**config.mk**
```make
export PLATFORM = sky130hd
export DESIGN_NAME = lecm_fifo
export DESIGN_NICKNAME = d
export VERILOG_FILES = /design/src/lecm_fifo.sv
export SDC_FILE = /design/constraint.sdc
export NUM_CORES = 1
export LEC_CHECK = 0
export BUFFER_PORTS_ARGS = -buffer_cell sky130_fd_sc_hd__buf_4
export CAP_MARGIN = 30
export CELL_PAD_IN_SITES_DETAIL_PLACEMENT = 1
export CELL_PAD_IN_SITES_GLOBAL_PLACEMENT = 1
export CORE_MARGIN = 2
export CORE_UTILIZATION = 40
export CTS_BUF_LIST = sky130_fd_sc_hd__clkbuf_8 sky130_fd_sc_hd__clkbuf_16
export CTS_CLUSTER_SIZE = 14
export DETAILED_ROUTE_END_ITERATION = 8
export PLACE_DENSITY = 0.73
export RECOVER_POWER = 50
export SLEW_MARGIN = 25
export SYNTH_ARGS = -nofsm -noshare
export SYNTH_HDL_FRONTEND = slang
export SYNTH_SLANG_ARGS = --single-unit
```
**constraint.sdc**
```tcl
create_clock -name clk -period 4.55 [get_ports clk]
set_input_delay 0.2275 -clock clk [delete_from_list [all_inputs] [get_ports clk]]
set_output_delay 0.2275 -clock clk [all_outputs]
set_load 0.01 [all_outputs]
```
**src/lecm_fifo.sv**
```systemverilog
// lecm_fifo: small register fifo with occupancy count
// no dependencies
`default_nettype none
module lecm_fifo #(
	parameter int WIDTH = 8,
	parameter int DEPTH = 4
) (
	input  wire logic                       clk,
	input  wire logic                       arst_n,
	input  wire logic                       wr,
	input  wire logic [WIDTH-1:0]           wdata,
	output logic                            full,
	input  wire logic                       rd,
	output logic      [WIDTH-1:0]           rdata,
	output logic                            empty,
	output logic      [$clog2(DEPTH+1)-1:0] count
);
	localparam int AW = (DEPTH > 1) ? $clog2(DEPTH) : 1;
	localparam int CW = $clog2(DEPTH+1);

	logic [WIDTH-1:0] mem_q [DEPTH];
	logic [AW-1:0]    wptr_q, rptr_q;
	logic [CW-1:0]    cnt_q;
	logic             do_wr, do_rd;

	assign full  = (cnt_q == CW'(DEPTH));
	assign empty = (cnt_q == '0);
	assign count = cnt_q;
	assign rdata = mem_q[rptr_q];
	assign do_wr = wr && !full;
	assign do_rd = rd && !empty;

	// storage
	always_ff @(posedge clk) begin
		if (do_wr) begin
			mem_q[wptr_q] <= wdata;
		end
	end

	// pointers and count
	always_ff @(posedge clk or negedge arst_n) begin
		if (!arst_n) begin
			wptr_q <= '0;
			rptr_q <= '0;
			cnt_q  <= '0;
		end else begin
			if (do_wr) begin
				wptr_q <= (wptr_q == AW'(DEPTH-1)) ? '0 : wptr_q + 1'b1;
			end
			if (do_rd) begin
				rptr_q <= (rptr_q == AW'(DEPTH-1)) ? '0 : rptr_q + 1'b1;
			end
			if (do_wr && !do_rd) begin
				cnt_q <= cnt_q + 1'b1;
			end else if (do_rd && !do_wr) begin
				cnt_q <= cnt_q - 1'b1;
			end
		end
	end
endmodule
`default_nettype wire

```
### Yosys cells after proc, flatten, opt, wreduce, memory -nomap -nowiden

Memory sizes are Yosys's and may differ from the RTL's.
Index checks and enable logic that the tools add are counted.

| operators by class | value |
|---|---|
| reductions and logical operators | 10 |
| muxes and demuxes | 6 |
| equal/unequal tests | 3 |
| add/subtract/negate cells | 4 |

Operator list:

| operator | number |
|---|---|
| two-way mux 3 bit | 2 |
| adder 2 x 1 -> 2 bit, second input constant | 2 |
| equality test 2 bit, second input constant | 2 |
| logical AND 1 bit | 4 |
| logical NOT 1 bit | 4 |
| two-way mux 2 bit | 2 |
| adder 3 x 1 -> 3 bit, second input constant | 1 |
| equality test 3 bit, second input constant | 1 |
| logical NOT 3 bit | 1 |
| subtractor 3 x 1 -> 3 bit, second input constant | 1 |
| two-way mux 1 bit | 2 |
| nonzero test 2 bit | 1 |

| word-level totals | value |
|---|---|
| bits in writable memories | 32 |
| memories | 1 |
| register bits after elaboration | 7 |
| input port bits | 12 |

Memories:

| name | words | width | read ports | clocked after Yosys merged registers in | write ports | line | text |
|---|---|---|---|---|---|---|---|
| mem_q | 4 | 8 | 1 | 0 | 1 | 21 | `logic [WIDTH-1:0] mem_q [DEPTH];` |

### Longest topological paths before layout

| logic depth | value |
|---|---|
| depth after elaboration | 7 |
| mapped depth | 9 |

### Worst setup path before layout

OpenSTA, ideal clock, no wires.

| path | value |
|---|---|
| path type | register to register |
| from | reg cnt_q[0] (netlist: count[0]) |
| to | reg cnt_q[2] (netlist: count[2]) |
| period minus slack after synthesis | 2117 ps |
| setup time | 79 ps |
| slack | 2433 ps |
| data required time | 4471 ps |
| data arrival time | 2038 ps |
| cell stages (with the launch flop) | 9 |
| cells stage by stage | dfrtp_1 > nor3_1 > nand2b_4 > ha_1 > inv_1 > fa_1 > xor2_1 > nor2_1 > xor2_1 |

| on the way | value |
|---|---|
| cells in the longest elaborated chain, start to end | 6 |
| elaborated cells between the ends (all ways) | 15 |

RTL lines:

| item | line | text |
|---|---|---|
| start, declared | 23 | `logic [CW-1:0] cnt_q;` |
| start signal, assigned | 54 | `cnt_q <= cnt_q + 1'b1;` |
| start signal, assigned | 56 | `cnt_q <= cnt_q - 1'b1;` |
| logical NOT 3 bit (*) | 27 | `assign empty = (cnt_q == '0);` |
| net empty | 15 | `output logic empty,` |
| logical NOT 1 bit (*) | 31 | `assign do_rd = rd && !empty;` |
| logical AND 1 bit (*) | 31 |  |
| logical NOT 1 bit | 53 | `if (do_wr && !do_rd) begin` |
| logical AND 1 bit | 53 |  |
| two-way mux 3 bit / nonzero test 2 bit (equally long branches) | n/a |  |

Mark *: on every way through the listed nets, which the timed path passes. The rest lies on a longest branch. The select of a mux whose other input is x is not followed.
A chain may end at the register's enable or synchronous reset.

### Worst setup path in the final report

| path | value |
|---|---|
| from | reg cnt_q[2] (netlist: count[2]) |
| to | reg cnt_q[2] (netlist: count[2]) |

| on the way | value |
|---|---|
| cells in the longest elaborated chain, start to end | 6 |
| elaborated cells between the ends (all ways) | 15 |

RTL lines:

| item |
|---|
| branches (longest 6 deep; another with subtractor 3 x 1 -> 3 bit) |

Parallel ways; which one is timed is not known. The select of a mux whose other input is x is not followed.

==> flow_metrics.env <==
export IMPL_viasPerCell=4.899
export IMPL_rows=23
export IMPL_clk_pin_slew_ns=0.07
export IMPL_rsz0062_at_grt="false"
export IMPL_clockRootBuffer="clkbuf_8"
export IMPL_drive_above_1_share=0.3394
export IMPL_fin_setup_tns_ns=0
export IMPL_min_from="wdata[4]"
export IMPL_power_total_mw=1.216
export IMPL_tightestPinTransition_ns=0.6240
export IMPL_fin_crit_sh=0.4831
export IMPL_criticalPathCategory="flip-flop to flip-flop"
export IMPL_syn_to_final_growth_pct=16.14
export IMPL_antenna_cells=0
export IMPL_crit_path_start_kind="flip-flop"
export IMPL_die_area_mm2=0.004576
export IMPL_grt_pass1_wl_um=4498
export IMPL_drt_wl_total_um=2762
export IMPL_synth_cells=79
export IMPL_ant_nets=0
export IMPL_avgSynthCellArea_um2=20.51
export IMPL_critPathMaxStageDelay_ns=0.42
export IMPL_swShare=0.3126
export IMPL_power_density_mw_per_mm2=646.0
export IMPL_seqPwrFrac=0.470
export IMPL_cts_sinks=39
export IMPL_reg2reg_from="count[2]$_DFFE_PN0P_"
export IMPL_hold_viol_final=0
export IMPL_holdWs_ns=0.1950
export IMPL_netlist_area_mm2=0.001620
export IMPL_dpl_cell_count=150
export IMPL_ir_drop_mv=0.2732
export IMPL_endpoint_kind="flip-flop"
export IMPL_r2r_setup_slack_ns=2.35
export IMPL_reg2reg_depth=8
export IMPL_insertion_delay_ns=0.28
export IMPL_min_path_cells=1
export IMPL_layout_min_cycle_time_ns=2.198
export IMPL_die_h_um=67.65
export IMPL_leakage_nw=0.6879
export IMPL_cp_slowest_cell="dfrtp_1"
export IMPL_clock_fmax_ghz=0.4549
export IMPL_ys_warn_count=0
export IMPL_place_congestion=0.6985
export IMPL_finalSetupViolations=0
export IMPL_syn_nets=98
export IMPL_grt_antenna_before_repair=0
export IMPL_switchingPower_mw=0.3800
export IMPL_worstPathRequired_ns=4.76
export IMPL_yosysSeqAreaShare=0.7012
export IMPL_routedWlPerCell_um=17.37
export IMPL_cts_buffers=5
export IMPL_internal_power_mw=0.8356
export IMPL_cap_violations=0
export IMPL_cp_top_family="simple AND/OR/NAND/NOR gates"
export IMPL_final_max_slew_violation_count=0
export IMPL_grt_max_degree=13
export IMPL_ios=25
export IMPL_die_width_um=67.65
export IMPL_post_cts_buffers=0
export IMPL_dr_pass1_iters=4
export IMPL_initial_core_util=0.4110
export IMPL_final_cell_count_no_fill=159
export IMPL_port_buffers=24
export IMPL_critPathMostFrequentCell="xor2_1"
export IMPL_path_max_fanout=7
export IMPL_relSlewSlack=0.5840
export IMPL_fin_skew_ns=0.004913
export IMPL_drcViolationCount=0
export IMPL_cts_max_path_buffers=2
export IMPL_path_depth=8
export IMPL_cts_tree="built"
export IMPL_gr_usage_all_layers=0.1445
export IMPL_grt_pass1_vias=901
export IMPL_min_to="mem_q[2][4]$_DFFE_PP_"
export IMPL_synth_seq_cells=39
export IMPL_nNetsFinal=127
export IMPL_htree_levels=2
export IMPL_drt_initial_drc_count=31
export IMPL_timing_rr_end="count[2]$_DFFE_PN0P_"
export IMPL_cp_num_buf_inv=1
export IMPL_outcome="finished, final reports clean"
export IMPL_place_area_mm2=0.001843
export IMPL_pwr_share_comb=0.337
export IMPL_grt_remaining_overflow=0
export IMPL_ys_types=19
export IMPL_final_area_mm2=0.001882
export IMPL_vias=779
export IMPL_min_path_type="primary input to flip-flop"
export IMPL_clock_power_share=0.193
export IMPL_coreArea_mm2=0.003943
export IMPL_path_cells="nor3b_1 > nor2b_1 > ha_1 > inv_1 > fa_1 > xor2_1 > nor2_1 > xor2_1"
export IMPL_crit_arrival_ns=2.40
[logic make-up after synthesis]
group / share of synthesized area
flip-flops: 0.7012
adder cells (fa/ha/maj): 0.05869
multiplexers: 0.1506
XOR/XNOR: 0.01622
buffers and inverters: 0.01930
AND/OR/NAND/NOR: 0.05405
[how the worst max path moves through the flow]
stage	startpoint	end	slack, ns
global route	count[2]$_DFFE_PN0P_	count[2]$_DFFE_PN0P_	2.11
global placement	count[0]$_DFFE_PN0P_	count[2]$_DFFE_PN0P_	2.54
detailed placement	count[2]$_DFFE_PN0P_	count[2]$_DFFE_PN0P_	2.48
CTS	count[2]$_DFFE_PN0P_	count[2]$_DFFE_PN0P_	2.45
finish	count[2]$_DFFE_PN0P_	count[2]$_DFFE_PN0P_	2.35
floorplan	count[0]$_DFFE_PN0P_	count[2]$_DFFE_PN0P_	2.43
[synth_stat cells]
cell type   n  area (um^2)
mux4_2      8        180.2
buf_2       1        5.000
fa_1        1        20.02
buf_1       1        3.750
buf_6       1        11.26
mux2_4      2        30.03
nor3b_4     1        18.77
xor2_1      2        17.52
ha_1        6        75.07
and2_2      4        30.03
nor2_1      3        11.26
mux2_2      3        33.78
inv_1       3        11.26
nor3_1      1        5.000
edfxtp_1   32        960.9
nor2b_2     1        8.760
xnor2_1     1        8.760
nand2b_4    1        13.76
dfrtp_1     7        175.2
[flip-flops by register name (all words and copies together) (netlist names)]
register and flops:
wptr_q 2, count 3, rptr_q 2, mem_q 32
[worst register-to-register path: cells and delay by family (launching register included)]
kind                       cells  cell delay [ns]
and+or+nand+nor                3             0.69
adders and majority gates      2             0.63
DFF                            1             0.42
xor gates and xnor gates       2             0.32
buffers and inverters          1             0.06
[power groups by stage]
stage | sequential (mW) | clock [mW] | combinational (mW)
2_1_floorplan | 0.539 | 0 | 0.309
5_1_grt | 0.587 | 0.254 | 0.453
3_5_place_dp | 0.590 | 0 | 0.446
6_report | 0.571 | 0.234 | 0.410
3_3_place_gp | 0.578 | 0 | 0.429
4_1_cts | 0.582 | 0.242 | 0.446
[metrics by stage]
step	utilization	worst slack, ns
3_3_place_gp	0.4675	2.539
5_1_grt	0.4773	2.113
2_1_floorplan	-	2.433
6_report	0.4773	2.352
3_5_place_dp	0.4675	2.479
4_1_cts	0.4932	2.452
[timing repair]
action | in CTS | in global routing
hold endpoints to repair | 7 | 0
resized for setup | 0 | 0
hold buffers | 1 | 0
[cells in the final DEF, fill, tap and decap left out, drive strengths merged]
cell	n
nor2	3
mux4	8
xnor2	1
clkinv	1
buf	12
fa	1
edfxtp	32
dlygate4sd3	1
clkbuf	18
nand2b	1
mux2	5
inv	4
nor3	1
nor3b	1
dfrtp	7
ha	6
and2	4
xor2	2
nor2b	1
[per-layer routing]
metal,up-vias,GRT usage,routed length (um)
li1,360,-,-
met1,401,0.1665,1151
met2,14,0.2402,1443
met3,4,0.04500,104
met4,0,0.07653,61
met5,-,0,0
[area by class of cell]
| class | instances | area (um^2) |
|---|---|---|
| repair buffers | 25 | 145.1 |
| well taps | 50 | 62.56 |
| flip-flops and latches | 39 | 1136 |
| clock buffers | 6 | 82.58 |
| fillers | 389 | 2061 |
| multi-input cells | 34 | 435.4 |
| inverters | 3 | 11.26 |
| clock inverters | 2 | 8.758 |
No activity file was read; power rests on OpenSTA's default activity.
